### config.mk
export PLATFORM = sky130hd
export DESIGN_NAME = lcd_mode_line_timing_top_flat
export DESIGN_NICKNAME = d
export VERILOG_FILES = /design/src/rtl/lcdt_pkg.sv /design/src/rtl/lcdt_if.sv /design/src/rtl/lcdt_modc.sv /design/src/rtl/lcdt_step.sv /design/src/rtl/lcd_mode_line_timing_top.sv /design/src/flat_wrapper.sv
export SDC_FILE = /design/constraint.sdc
export NUM_CORES = 1
export LEC_CHECK = 0
export BUFFER_PORTS_ARGS = -buffer_cell sky130_fd_sc_hd__buf_4
export CAP_MARGIN = 30
export CORE_AREA = 5 5 344 346
export CTS_BUF_LIST = sky130_fd_sc_hd__clkbuf_8
export DETAILED_ROUTE_END_ITERATION = 10
export DIE_AREA = 0 0 349 351
export PLACE_DENSITY = 0.56
export SLEW_MARGIN = 20
export SYNTH_ARGS = -nofsm -noshare
export SYNTH_HDL_FRONTEND = slang
export SYNTH_HIERARCHICAL = 1
export SYNTH_SLANG_ARGS = --single-unit
### constraint.sdc
create_clock -name clk_i -period 16.7 [get_ports clk_i]
set_input_delay 3.34 -clock clk_i [delete_from_list [all_inputs] [get_ports clk_i]]
set_output_delay 3.34 -clock clk_i [all_outputs]
set_load 0.01 [all_outputs]
### src/rtl/lcdt_pkg.sv
`timescale 1ns / 1ps
`default_nettype none

package lcdt_pkg;

  localparam int unsigned AccW     = 16;
  localparam int unsigned LineW    = 8;
  localparam int unsigned CycW     = 8;
  localparam int unsigned CfgIdxW  = 1;
  localparam int unsigned CfgDataW = 8;

  // mode thresholds and frame geometry
  localparam int unsigned HblankEnd   = 207;
  localparam int unsigned SearchEnd   = 83;
  localparam int unsigned TransferEnd = 175;
  localparam int unsigned FrameCycles = 4560;

  localparam logic [AccW:0]    VblankLine      = 17'd465;
  localparam logic [LineW-1:0] FirstVblankLine = 8'd144;
  localparam logic [LineW-1:0] LastLine        = 8'd153;

  typedef enum logic [1:0] {
    MODE_HBLANK   = 2'd0,
    MODE_VBLANK   = 2'd1,
    MODE_SEARCH   = 2'd2,
    MODE_TRANSFER = 2'd3
  } mode_e;

  typedef enum logic [CfgIdxW-1:0] {
    REG_LCD_ENABLE   = 1'b0,
    REG_LINE_COMPARE = 1'b1
  } reg_idx_e;

  typedef struct packed {
    mode_e             mode;
    logic [LineW-1:0]  line;
    logic [AccW-1:0]   accum;
    logic              coin;
  } state_t;

  typedef struct packed {
    mode_e             mode;
    logic [LineW-1:0]  line;
    logic              coincidence;
    logic              vblank_irq;
    logic              compare_irq;
    logic              draw_line;
    logic [LineW-1:0]  drawn_line;
    logic              sprite_scan;
    logic              tile_decode;
    logic              frame_done;
  } result_t;

endpackage

`default_nettype wire

### src/rtl/lcdt_if.sv
`timescale 1ns / 1ps
`default_nettype none

interface lcdt_req_if;
  logic       valid;
  logic       ready;
  logic [7:0] elapsed_cycles;

  modport source (output valid, output elapsed_cycles, input ready);
  modport sink   (input valid, input elapsed_cycles, output ready);
endinterface

interface lcdt_rsp_if;
  logic       valid;
  logic       ready;
  logic [1:0] mode;
  logic [7:0] line;
  logic       coincidence;
  logic       vblank_irq;
  logic       compare_irq;
  logic       draw_line;
  logic [7:0] drawn_line;
  logic       sprite_scan;
  logic       tile_decode;
  logic       frame_done;

  modport source (
    output valid, output mode, output line, output coincidence, output vblank_irq,
    output compare_irq, output draw_line, output drawn_line, output sprite_scan,
    output tile_decode, output frame_done, input ready
  );
  modport sink (
    input valid, input mode, input line, input coincidence, input vblank_irq,
    input compare_irq, input draw_line, input drawn_line, input sprite_scan,
    input tile_decode, input frame_done, output ready
  );
endinterface

`default_nettype wire

### src/rtl/lcdt_modc.sv
`timescale 1ns / 1ps
`default_nettype none

module lcdt_modc
  import lcdt_pkg::*;
#(
  parameter int unsigned Divisor = HblankEnd
) (
  input  logic [AccW-1:0] value_i,
  output logic [AccW-1:0] rem_o
);

  // quotient estimate by reciprocal, low by at most one
  localparam int unsigned Shift  = AccW + 8;
  localparam int unsigned Recip  = (1 << Shift) / Divisor;
  localparam int unsigned RecipW = $clog2(Recip + 1);
  localparam int unsigned ProdW  = AccW + RecipW;
  localparam int unsigned QW     = ProdW - Shift;
  localparam logic [AccW-1:0] DivW = AccW'(Divisor);

  logic [ProdW-1:0] prod;
  logic [QW-1:0]    quot;
  logic [AccW-1:0]  back;
  logic [AccW-1:0]  rem0;

  assign prod  = ProdW'(value_i) * ProdW'(Recip);
  assign quot  = prod[ProdW-1:Shift];
  assign back  = AccW'(quot) * DivW;
  assign rem0  = value_i - back;
  assign rem_o = (rem0 >= DivW) ? (rem0 - DivW) : rem0;

endmodule

`default_nettype wire

### src/rtl/lcdt_step.sv
`timescale 1ns / 1ps
`default_nettype none

module lcdt_step
  import lcdt_pkg::*;
(
  input  state_t            state_i,
  input  logic              enable_i,
  input  logic [LineW-1:0]  line_compare_i,
  input  logic [CycW-1:0]   cycles_i,
  output state_t            state_o,
  output result_t           result_o
);

  logic [AccW:0]      sum;
  logic [AccW-1:0]    acc;
  logic [AccW-1:0]    rem_hb;
  logic [AccW-1:0]    rem_sr;
  logic [AccW-1:0]    rem_tr;
  logic [AccW-1:0]    rem_fr;
  logic [LineW-1:0]   line_inc;
  logic [LineW-1:0]   vbl_lines;
  logic [AccW:0]      vbl_need;
  logic               vbl_adv;
  state_t             nxt;
  result_t            res;

  assign sum      = {1'b0, state_i.accum} + (AccW + 1)'(cycles_i);
  assign acc      = sum[AccW] ? '1 : sum[AccW-1:0];
  assign line_inc = state_i.line + 8'd1;

  // acc/465 + 144 > line  <=>  acc >= (line - 143) * 465 for lines from 144 up
  assign vbl_lines = state_i.line - (FirstVblankLine - 8'd1);
  assign vbl_need  = (AccW + 1)'(vbl_lines) * VblankLine;
  assign vbl_adv   = (state_i.line < FirstVblankLine) || ({1'b0, acc} >= vbl_need);

  lcdt_modc #(.Divisor(HblankEnd))   u_mod_hb (.value_i(acc), .rem_o(rem_hb));
  lcdt_modc #(.Divisor(SearchEnd))   u_mod_sr (.value_i(acc), .rem_o(rem_sr));
  lcdt_modc #(.Divisor(TransferEnd)) u_mod_tr (.value_i(acc), .rem_o(rem_tr));
  lcdt_modc #(.Divisor(FrameCycles)) u_mod_fr (.value_i(acc), .rem_o(rem_fr));

  always_comb begin
    nxt       = state_i;
    nxt.accum = acc;
    res       = '0;
    if (enable_i) begin
      case (state_i.mode)
        MODE_HBLANK: begin
          if (acc > AccW'(HblankEnd)) begin
            res.draw_line  = 1'b1;
            res.drawn_line = state_i.line;
            nxt.accum      = rem_hb;
            nxt.line       = line_inc;
            if (line_inc == FirstVblankLine) begin
              nxt.mode       = MODE_VBLANK;
              res.vblank_irq = 1'b1;
            end else begin
              nxt.mode = MODE_SEARCH;
            end
            nxt.coin        = (line_inc == line_compare_i);
            res.compare_irq = (line_inc == line_compare_i);
          end
        end
        MODE_VBLANK: begin
          if (vbl_adv) begin
            nxt.line = line_inc;
            if (line_inc > LastLine) begin
              nxt.accum      = rem_fr;
              nxt.mode       = MODE_SEARCH;
              nxt.line       = '0;
              res.frame_done = 1'b1;
            end
          end
        end
        MODE_SEARCH: begin
          if (acc > AccW'(SearchEnd)) begin
            res.sprite_scan = 1'b1;
            nxt.accum       = rem_sr;
            nxt.mode        = MODE_TRANSFER;
          end
        end
        MODE_TRANSFER: begin
          if (acc > AccW'(TransferEnd)) begin
            res.tile_decode = 1'b1;
            nxt.accum       = rem_tr;
            nxt.mode        = MODE_HBLANK;
          end
        end
        default: begin
          nxt = state_i;
        end
      endcase
    end else begin
      nxt.accum = '0;
      nxt.line  = '0;
    end
    res.mode        = nxt.mode;
    res.line        = nxt.line;
    res.coincidence = nxt.coin;
  end

  assign state_o  = nxt;
  assign result_o = res;

endmodule

`default_nettype wire

### src/rtl/lcd_mode_line_timing_top.sv
`timescale 1ns / 1ps
`default_nettype none

// LCD mode and line timing sequencer. Every request carries the machine cycles
// elapsed since the previous one and yields exactly one result, registered and
// presented in the cycle after the request is accepted. A request is taken in
// every cycle in which the result register is empty or being read in the same
// cycle, so the sustained rate is one request per clock while results are read;
// the timing state updates in one pass of a saturating add, a mode-threshold
// compare and a reciprocal-multiply modulo unit. Registers lcd_enable (index
// 0, reset 1) and line_compare (index 1, reset 0) are written through the cfg
// port by the user only while no request is in flight; the block does not check.

module lcd_mode_line_timing_top
  import lcdt_pkg::*;
(
  input  logic                clk_i,
  input  logic                rst_ni,
  input  logic                cfg_we_i,
  input  logic [CfgIdxW-1:0]  cfg_addr_i,
  input  logic [CfgDataW-1:0] cfg_wdata_i,
  lcdt_req_if.sink            req_i,
  lcdt_rsp_if.source          rsp_o
);

  logic              cfg_enable_q;
  logic [LineW-1:0]  cfg_compare_q;
  state_t            state_q;
  state_t            state_d;
  result_t           result_q;
  result_t           result_d;
  logic              rsp_valid_q;
  logic              req_fire;

  assign req_i.ready = !rsp_valid_q || rsp_o.ready;
  assign req_fire    = req_i.valid && req_i.ready;

  lcdt_step u_step (
    .state_i        (state_q),
    .enable_i       (cfg_enable_q),
    .line_compare_i (cfg_compare_q),
    .cycles_i       (req_i.elapsed_cycles),
    .state_o        (state_d),
    .result_o       (result_d)
  );

  always_ff @(posedge clk_i or negedge rst_ni) begin
    if (!rst_ni) begin
      cfg_enable_q  <= 1'b1;
      cfg_compare_q <= '0;
    end else if (cfg_we_i) begin
      case (reg_idx_e'(cfg_addr_i))
        REG_LCD_ENABLE:   cfg_enable_q  <= cfg_wdata_i[0];
        REG_LINE_COMPARE: cfg_compare_q <= cfg_wdata_i;
        default: ;
      endcase
    end
  end

  always_ff @(posedge clk_i or negedge rst_ni) begin
    if (!rst_ni) begin
      state_q.mode  <= MODE_VBLANK;
      state_q.line  <= '0;
      state_q.accum <= '0;
      state_q.coin  <= 1'b0;
      rsp_valid_q   <= 1'b0;
    end else begin
      if (req_fire) begin
        state_q     <= state_d;
        rsp_valid_q <= 1'b1;
      end else if (rsp_o.ready) begin
        rsp_valid_q <= 1'b0;
      end
    end
  end

  always_ff @(posedge clk_i) begin
    if (req_fire) begin
      result_q <= result_d;
    end
  end

  assign rsp_o.valid       = rsp_valid_q;
  assign rsp_o.mode        = result_q.mode;
  assign rsp_o.line        = result_q.line;
  assign rsp_o.coincidence = result_q.coincidence;
  assign rsp_o.vblank_irq  = result_q.vblank_irq;
  assign rsp_o.compare_irq = result_q.compare_irq;
  assign rsp_o.draw_line   = result_q.draw_line;
  assign rsp_o.drawn_line  = result_q.drawn_line;
  assign rsp_o.sprite_scan = result_q.sprite_scan;
  assign rsp_o.tile_decode = result_q.tile_decode;
  assign rsp_o.frame_done  = result_q.frame_done;

  // a request taken while disabled leaves line zero and gives no pulses
  a_disabled_quiet: assert property (@(posedge clk_i) disable iff (!rst_ni)
    (req_fire && !cfg_enable_q) |=>
      (rsp_o.valid && rsp_o.line == '0 && !rsp_o.draw_line && !rsp_o.frame_done &&
       !rsp_o.sprite_scan && !rsp_o.tile_decode))
    else $error("disabled request produced activity");

  a_vblank_entry: assert property (@(posedge clk_i) disable iff (!rst_ni)
    (rsp_o.valid && rsp_o.vblank_irq) |->
      (rsp_o.draw_line && rsp_o.line == FirstVblankLine && rsp_o.mode == MODE_VBLANK))
    else $error("vblank request without entry into vblank");

  a_frame_wrap: assert property (@(posedge clk_i) disable iff (!rst_ni)
    (rsp_o.valid && rsp_o.frame_done) |->
      (rsp_o.line == '0 && rsp_o.mode == MODE_SEARCH))
    else $error("frame end without wrap to line zero");

  a_one_event: assert property (@(posedge clk_i) disable iff (!rst_ni)
    rsp_o.valid |->
      $onehot0({rsp_o.sprite_scan, rsp_o.tile_decode, rsp_o.draw_line, rsp_o.frame_done}))
    else $error("more than one mode transition in one result");

endmodule

`default_nettype wire

### src/flat_wrapper.sv
// flat-port wrapper written by rule: the top's interface ports become plain ports
module lcd_mode_line_timing_top_flat import lcdt_pkg::*;
  (clk_i, rst_ni, cfg_we_i, cfg_addr_i, cfg_wdata_i, req_i_valid, req_i_elapsed_cycles, req_i_ready, rsp_o_valid, rsp_o_mode, rsp_o_line, rsp_o_coincidence, rsp_o_vblank_irq, rsp_o_compare_irq, rsp_o_draw_line, rsp_o_drawn_line, rsp_o_sprite_scan, rsp_o_tile_decode, rsp_o_frame_done, rsp_o_ready);
  lcdt_req_if req_i_i ();
  lcdt_rsp_if rsp_o_i ();
  input  logic clk_i;
  input  logic rst_ni;
  input  logic cfg_we_i;
  input  logic [CfgIdxW-1:0] cfg_addr_i;
  input  logic [CfgDataW-1:0] cfg_wdata_i;
  input wire logic [$bits(req_i_i.valid)-1:0] req_i_valid;
  input wire logic [$bits(req_i_i.elapsed_cycles)-1:0] req_i_elapsed_cycles;
  output wire logic [$bits(req_i_i.ready)-1:0] req_i_ready;
  output wire logic [$bits(rsp_o_i.valid)-1:0] rsp_o_valid;
  output wire logic [$bits(rsp_o_i.mode)-1:0] rsp_o_mode;
  output wire logic [$bits(rsp_o_i.line)-1:0] rsp_o_line;
  output wire logic [$bits(rsp_o_i.coincidence)-1:0] rsp_o_coincidence;
  output wire logic [$bits(rsp_o_i.vblank_irq)-1:0] rsp_o_vblank_irq;
  output wire logic [$bits(rsp_o_i.compare_irq)-1:0] rsp_o_compare_irq;
  output wire logic [$bits(rsp_o_i.draw_line)-1:0] rsp_o_draw_line;
  output wire logic [$bits(rsp_o_i.drawn_line)-1:0] rsp_o_drawn_line;
  output wire logic [$bits(rsp_o_i.sprite_scan)-1:0] rsp_o_sprite_scan;
  output wire logic [$bits(rsp_o_i.tile_decode)-1:0] rsp_o_tile_decode;
  output wire logic [$bits(rsp_o_i.frame_done)-1:0] rsp_o_frame_done;
  input wire logic [$bits(rsp_o_i.ready)-1:0] rsp_o_ready;
  assign req_i_i.valid = req_i_valid;
  assign req_i_i.elapsed_cycles = req_i_elapsed_cycles;
  assign req_i_ready = req_i_i.ready;
  assign rsp_o_valid = rsp_o_i.valid;
  assign rsp_o_mode = rsp_o_i.mode;
  assign rsp_o_line = rsp_o_i.line;
  assign rsp_o_coincidence = rsp_o_i.coincidence;
  assign rsp_o_vblank_irq = rsp_o_i.vblank_irq;
  assign rsp_o_compare_irq = rsp_o_i.compare_irq;
  assign rsp_o_draw_line = rsp_o_i.draw_line;
  assign rsp_o_drawn_line = rsp_o_i.drawn_line;
  assign rsp_o_sprite_scan = rsp_o_i.sprite_scan;
  assign rsp_o_tile_decode = rsp_o_i.tile_decode;
  assign rsp_o_frame_done = rsp_o_i.frame_done;
  assign rsp_o_i.ready = rsp_o_ready;
  lcd_mode_line_timing_top u_core (.clk_i(clk_i), .rst_ni(rst_ni), .cfg_we_i(cfg_we_i), .cfg_addr_i(cfg_addr_i), .cfg_wdata_i(cfg_wdata_i), .req_i(req_i_i), .rsp_o(rsp_o_i));
endmodule
-- Word-level counts from Yosys, hierarchy flattened
Cells that the tools add are included.
- register bits after elaboration: 62
- output and inout bits: 27
- logic and storage cells: 93
- add/sub/neg operators: 11
- $mul: 9
- magnitude comparators: 10
- equality and inequality tests: 5
- muxes and demuxes: 27
- bitwise operators: 1
- reductions and logical operators: 13
- operators by type and width (cell ; number):
    $mux W16 ; 7
    $mul A16 B17 Y33 const B ; 2
    $pmux W16 S4 ; 1
    $sub A16 B16 Y16 ; 4
    $mux W26 ; 2
    $mul A16 B18 Y34 const B ; 1
    $ge A16 B8 Y1 const B ; 2
    $gt A16 B8 Y1 const B ; 2
    $mul A9 B8 Y16 const B ; 2
    $sub A16 B8 Y16 const B ; 2
    $mul A16 B12 Y28 const B ; 1
    $mux W27 ; 1
    $mux W24 ; 1
    $add A16 B8 Y17 ; 1
    $ge A16 B17 Y1 ; 1
    $mul A8 B9 Y17 const B ; 1
    $ge A16 B13 Y1 const B ; 1
    $ge A16 B7 Y1 const B ; 1
    $gt A16 B7 Y1 const B ; 1
    $mul A10 B7 Y16 const B ; 1
    $pmux W8 S2 ; 1
    $sub A16 B13 Y16 const B ; 1
    $sub A16 B7 Y16 const B ; 1
    $mul A4 B9 Y12 const B ; 1
    20 further kinds ; 37

-- Logic depth before layout (Yosys ltp)
Gate-level depths: netlist of run 1.
- word-level depth: 11
- gate-level depth with buffers: 57
- gate-level depth less buffers: 54

-- Modules after synthesis
The synthesis of run 1 kept the hierarchy.
- modules (own cells, without submodules) (module ; instances ; cells an instance ; area an instance (µm²) ; sequential area each (µm²)):
    lcdt_modc at u_core.u_step.u_mod_tr ; 1 ; 876 ; 8035.2 ; 0.0
    lcdt_modc at u_core.u_step.u_mod_sr ; 1 ; 766 ; 7216.9 ; 0.0
    lcdt_modc at u_core.u_step.u_mod_hb ; 1 ; 778 ; 7105.6 ; 0.0
    lcdt_modc at u_core.u_step.u_mod_fr ; 1 ; 600 ; 5489.0 ; 0.0
    lcdt_step ; 1 ; 542 ; 4003.8 ; 0.0
    lcd_mode_line_timing_top ; 1 ; 106 ; 2223.4 ; 1679.1

-- Least setup slack after synthesis of run 1
No wires, ideal clock.
- path kind: input port to flip-flop
- start point: in req_i_elapsed_cycles[2]
- end point: reg u_core/state_q[2] (netlist bit)
- library setup time: 125 ps
- arrival: 17618 ps
- required time: 16575 ps
- slack: -1043 ps
- stages: 43
- path buffers: 0
- path through: ha_1 > a21oi_1 > a21boi_0 > o21ai_0 > fa_1 > fa_1 > inv_1 > fa_1 > inv_1 > fa_1 > fa_1 > inv_1 > fa_1 > inv_1 > ha_1 > a21oi_1 > o21ai_0 > a211oi_1 > (+7 left out) > o21bai_1 > fa_1 > fa_1 > inv_1 > fa_1 > inv_1 > ha_1 > or3_1 > a211oi_2 > a21oi_2 > xnor2_1 > nor4b_4 > o2111ai_1 > a2111o_1 > mux2_2 > a222oi_1 > a221oi_2 > mux2_2
- RTL lines (element ; line ; text):
    from (decl) ; flat_wrapper.sv:12 ; input wire logic [$bits(req_i_i.elapsed_cycles)-1:0] req_i_elapsed_cycles;
    to (signal assigned) ; lcd_mode_line_timing_top.sv:69 ; state_q <= state_d;
    to (decl) ; lcd_mode_line_timing_top.sv:28 ; state_t state_q;

==> flow_summary_export.csv, run 1 <==
group,metric,value,unit
run_status,outcome,"finished clean",
place,placed_area,36700,um2
grt,grt_pass1_wl,144000,um
place,io_buffers,48,
setup_path,required,16.95,ns
layout,final_cell_mix,"inv_1 (899), ha_1 (743), fa_1 (461), buf_4 (133), a21oi_1 (125)",
setup_path,crit_type,"primary input to register",
floorplanning,ios,49,
sta,timing_hold_violations_final,0,
logic_synthesis,synth.area.top_cells,"ha_1 (27%), fa_1 (27%), inv_1 (9.9%)",
floorplanning,core_area,115000,um2
logic_synthesis,syn_area_per_cell,9.29,um2
place,pre_cts_ws,-0.0567,ns
cts,root_buffer,"clkbuf_8",
drt,firstDrtPassIters,8,
min_path,hold_path_class,"register to register",
layout,final_common_cell,"inv_1",
setup_path,arrival,16.32,ns
cts,htree_levels,3,
setup_path,slowest_stage,"or4_1",
setup_path,path_common_cell,"fa_1",
floorplanning,fp.dieW,349,um
setup_path,reg2reg_to,"u_core/state_q[14]",
flow_run,maxCapViolCount,0,
cts,insertion_delay,0.37,ns
sta,max_freq,62.2,MHz
cts,clkSinkCount,62,
sta,post-route-worst-setup-slack,0.631,ns
logic_synthesis,yosys_most_used_dff,"dfrtp_1",
logic_synthesis,synth_edf_count,25,
place,finalWeightedCongestion,0.908,
sta,worst_slew_pin_slew,0.806,ns
setup_path,cp_max_fo,30,
setup_path,crit_path_start_kind,"primary input",
drt,routed_wl,89000,um
logic_synthesis,netlist_instances,3668,
grt,grt-ovfl-total,0,
setup_path,r2r_slack,3.23,ns
drt,ant_nets,0,
logic_synthesis,syn_area,34100,um2
setup_path,setup.worst_path.start,"req_i_elapsed_cycles[0]",
layout,design_area,37200,um2
min_path,hold_start,"u_core/state_q[0]",
floorplanning,die_area,122000,um2
logic_synthesis,synth_top_area_share,27.3,%
setup_path,cpPeakStageDelay,0.63,ns
min_path,min_to,"u_core/state_q[0]",
logic_synthesis,synth.net_count,4896,
cts,clk_path_buf_depth,2,
sta,min_period_over_period,96.2,%
logic_synthesis,yosysSeqAreaShare,4.93,%
logic_synthesis,async_flop_share,59.7,%
drt,drc,0,
min_path,hold_depth,1,
logic_synthesis,synth_top_cell_by_area,"ha_1",
layout,area_growth_syn_to_layout,9.19,%
setup_path,reg2reg_depth,53,
floorplanning,die_h,351,um
layout,finish.net_count,4979,
drt,num_vias,25400,
layout,fin_cells,5281,
sta,relSlewSlack,46.2,%
grt,antenna_found_initial,0,
logic_synthesis,yosys_warnings,6,
cts,numCtsBuffers,9,
cts,clk_pin_slew,0.08,ns
grt,grt_usage,14.5,%
sta,drv_slew,0,
layout,drive_gt1_share,9.29,%
setup_path,setup.worst_path.end_class,"register",
sta,min_period,16.07,ns
setup_path,reg2reg_from,"u_core/state_q[1]",
sta,clock_skew,0.0189,ns
grt,grt_pass1_vias,26600,
logic_synthesis,ys_ff_latch,62,
sta,hold_ws,0.514,ns
place,dpl.cell_count,5256,
drt,avgViaCountPerCell,4.81,
floorplanning,fp-row-count,125,
place,hpwlAfterDp,76600,um
grt,grt_max_degree,38,
drt,drt_iter0_markers,1304,
floorplanning,start_util,29.6,%
drt,avgRoutedWirePerCell,16.9,um
cts,cts_tree,"done",
logic_synthesis,synth.distinct_cells,135,
sta,setup_viol,0,
synth_stat cells, types with 16 or more instances:
cell type,instances
nand2b_1,33
a211oi_1,27
nor2b_1,19
a31oi_1,24
a21o_1,64
inv_1,899
mux2i_1,23
a22oi_1,18
o21a_1,22
fa_1,462
nor4_1,16
or3_1,23
nand4_1,18
clkbuf_1,35
o21ai_0,76
a21oi_1,130
o21bai_1,17
buf_4,19
xor2_1,67
nand3_1,70
nor2_1,114
mux2_4,20
and2_1,18
ha_1,744
and3_1,28
xnor2_1,110
nor3_1,46
edfxtp_1,25
o211ai_1,16
dfrtp_1,35
nand2_1,118
mux2_2,24
area by class of cell:
type / instances / area [um2]
tap: 1524 / 1910
sequential: 62 / 1680
clock inverter: 7 / 90.1
timing repair buffer: 146 / 1190
multi-input combinational: 2629 / 28800
inverter: 903 / 3390
fill: 12100 / 77900
antenna: 1 / 2.50
clock buffer: 9 / 124
registers in the layout (all words and copies together), names as in the netlist, 2 cells and up:
register / cells
u_core/state_q: 27
u_core/cfg_compare_q: 8
u_core/rsp_o.drawn_line: 8
u_core/rsp_o.line: 8
u_core/rsp_o.mode: 2
worst max-delay path: cells and delay by family:
| kind | cells | cell delay, ns |
|---|---|---|
| xor+xnor | 2 | 0.43 |
| mux | 1 | 0.30 |
| buf+inv | 13 | 1.33 |
| fa+ha+maj | 14 | 6.11 |
| simple gates | 9 | 1.94 |
| compound gates | 15 | 2.85 |
cells by family (layout without fill, tap and decap cells):
family                     count (synthesis)  count (layout)  synth area share (%)
adders and majority gates               1206            1206                  54.5
AOI/OAI and AO/OA                        572             572                  12.3
other                                      0               1                     0
DFF                                       62              62                  4.93
xor gates and xnor gates                 186             186                  5.05
and+or+nand+nor                          595             595                  9.59
muxes                                     70              70                  2.49
buffers and inverters                    977            1065                  11.2
how the worst max path moves through the flow:
| stage | end | slack (ns) |
|---|---|---|
| floorplan | u_core/state_q[2] | 0.10 |
| global placement | u_core/state_q[14] | 0.03 |
| detailed placement | u_core/state_q[14] | -0.06 |
| CTS | u_core/state_q[14] | 0.33 |
| global route | u_core/state_q[14] | -0.003 |
| finish | u_core/state_q[14] | 0.63 |
per-stage QoR:
| step | utilization, % | setup TNS, ns |
|---|---|---|
| floorplan | - | 0 |
| global placement | 31.9 | 0 |
| detailed placement | 31.9 | -0.0605 |
| CTS | 32.1 | 0 |
| global route | 32.3 | -0.00262 |
| finish | 32.3 | 0 |
layer usage:
| layer | up-vias | track usage [%] | share of wire, % |
|---|---|---|---|
| met4 | 0 | 2.92 | 2.3 |
| li1 | 12300 | - | - |
| met5 | - | 0 | 0 |
| met2 | 471 | 25.2 | 48 |
| met3 | 91 | 1.49 | 4.0 |
| met1 | 12500 | 19.7 | 46 |
timing repair:
item	CTS	global route
resized for setup	0	39
endpoints found under the setup margin	0	15
hold buffers	0	0
buffers inserted	0	7
Power of run 1 is not shown: default switching activity piles up to over one toggle a cycle in this logic, so the estimate is an artifact.
==> run 2: changes to the inputs <==
Settings changed: PLACE_DENSITY 0.56 to 0.43.
==> run 2 against run 1 <==
Compared with the run above: cell count rose by 0.53%; sequential share of layout area barely moved; via count fell by 1.7%.
==> flow_summary_export.csv, run 2 (same netlist as run 1, synthesis figures left out) <==
group,metric,value,unit
layout,area_growth_syn_to_layout,9.66,%
layout,design_area,37400,um2
layout,n_antenna_cell,0,
setup_path,reg2reg_depth,49,
drt,firstDrtPassIters,5,
floorplanning,fp.dieW,349,um
place,hpwlAfterDp,83500,um
sta,clock_skew,0.0184,ns
grt,grt_pass1_vias,26300,
place,finalWeightedCongestion,0.840,
drt,avgViaCountPerCell,4.70,
layout,drive_gt1_share,9.91,%
setup_path,slowest_stage,"fa_2",
cts,clkSinkCount,62,
grt,antenna_found_initial,0,
floorplanning,core_area,115000,um2
setup_path,arrival,16.39,ns
drt,ant_nets,0,
sta,drv_slew,0,
cts,holdBufCountCts,0,
floorplanning,fp-row-count,125,
setup_path,cpPeakStageDelay,0.62,ns
grt,grt_pass1_wl,152000,um
setup_path,required,16.95,ns
sta,relSlewSlack,37.4,%
cts,clk_path_buf_depth,2,
drt,drt_iter0_markers,1232,
run_status,outcome,"finished clean",
cts,root_buffer,"clkbuf_8",
drt,routed_wl,95800,um
sta,max_freq,61.9,MHz
flow_run,maxCapViolCount,0,
grt,grt-ovfl-total,0,
sta,rsz0062_at_grt,"yes",
drt,num_vias,25000,
sta,min_period,16.15,ns
setup_path,setup.worst_path.end_class,"register",
place,placed_area,37000,um2
floorplanning,die_area,122000,um2
setup_path,cp_max_fo,8,
setup_path,path_common_cell,"fa_1",
layout,finish.net_count,5008,
cts,cts_tree,"done",
floorplanning,die_h,351,um
floorplanning,ios,49,
sta,timing_hold_violations_final,0,
sta,setup_viol,0,
min_path,hold_depth,1,
setup_path,crit_path_start_kind,"primary input",
drt,avgRoutedWirePerCell,18.1,um
cts,clk_pin_slew,0.08,ns
layout,final_common_cell,"inv_1",
sta,worst_slew_pin_slew,0.937,ns
place,io_buffers,48,
layout,regMostFlops,"u_core/state_q",
grt,grt_max_degree,38,
cts,numCtsBuffers,9,
layout,largest_register_ffs,27,
layout,final_cell_mix,"inv_1 (899), ha_1 (741), fa_1 (458), buf_4 (165), a21oi_1 (126)",
grt,grt_usage,15.7,%
cts,htree_levels,3,
setup_path,crit_type,"primary input to register",
min_path,hold_path_class,"register to register",
sta,min_period_over_period,96.7,%
floorplanning,start_util,29.6,%
cts,insertion_delay,0.37,ns
drt,drc,0,
run 2: cell types whose count changed in the layout (fill, tap and decap cells not counted), sizes merged:
cell	before	now
buf	146	174
bufinv	2	1
clkinvlp	1	0
diode	1	0
dlymetal6s2s	0	1
inv	903	905
run 2: repair_timing:
| item | 4_1_cts | 5_1_grt |
|---|---|---|
| setup buffers | 0 | 8 |
| setup endpoints to repair | 0 | 14 |
| resized for setup | 0 | 30 |
run 2: critical path: cells and delay by family:
family / cells / cell delay, ns
muxes: 3 / 0.99
xor gates and xnor gates: 1 / 0.13
and+or+nand+nor: 6 / 1.37
buffers and inverters: 10 / 0.81
adders and majority gates: 15 / 6.13
AOI/OAI and AO/OA: 15 / 3.57
run 2: metrics by stage:
step                      util [%]  setup WS, ns  hold slack [ns]  instances  TNS (ns)
after floorplan                  -         0.104            0.479       3668         0
after global placement        32.1        -0.296            0.491       5284     -1.45
after detailed placement      32.1        -0.327            0.499       5284     -1.81
after CTS                     32.3        0.0265            0.515       5300         0
after global routing          32.5       -0.0775            0.535       5309    -0.106
final                         32.5         0.553            0.512       5309         0
run 2: final timing paths:
path | start | end | slack [ns]
worst max-delay path | req_i_elapsed_cycles[0] | u_core/state_q[2] | 0.55
worst min-delay path | u_core/state_q[0] | u_core/state_q[0] | 0.51
worst max register to register | u_core/state_q[1] | u_core/state_q[2] | 3.16
worst min register to register | u_core/state_q[0] | u_core/state_q[0] | 0.51
max in group asynchronous | rst_ni | u_core/state_q[25] | 13.34
min in group asynchronous | rst_ni | u_core/cfg_compare_q[4] | 2.95
run 2: cell type report:
class,instances,area (um2)
Fill cell,12300,77700
Multi-Input combinational cell,2629,28800
Inverter,903,3390
Tap cell,1524,1910
Sequential cell,62,1680
Timing Repair Buffer,175,1420
Clock buffer,9,124
Clock inverter,7,70.1
run 2: metal layers:
| layer | GRT usage, % | part of all wire, % |
|---|---|---|
| met1 | 21.7 | 48 |
| met2 | 27.2 | 48 |
| met3 | 1.19 | 2.8 |
| met4 | 2.31 | 1.6 |
| met5 | 0 | 0 |
Power of run 2 is left out for the same reason.
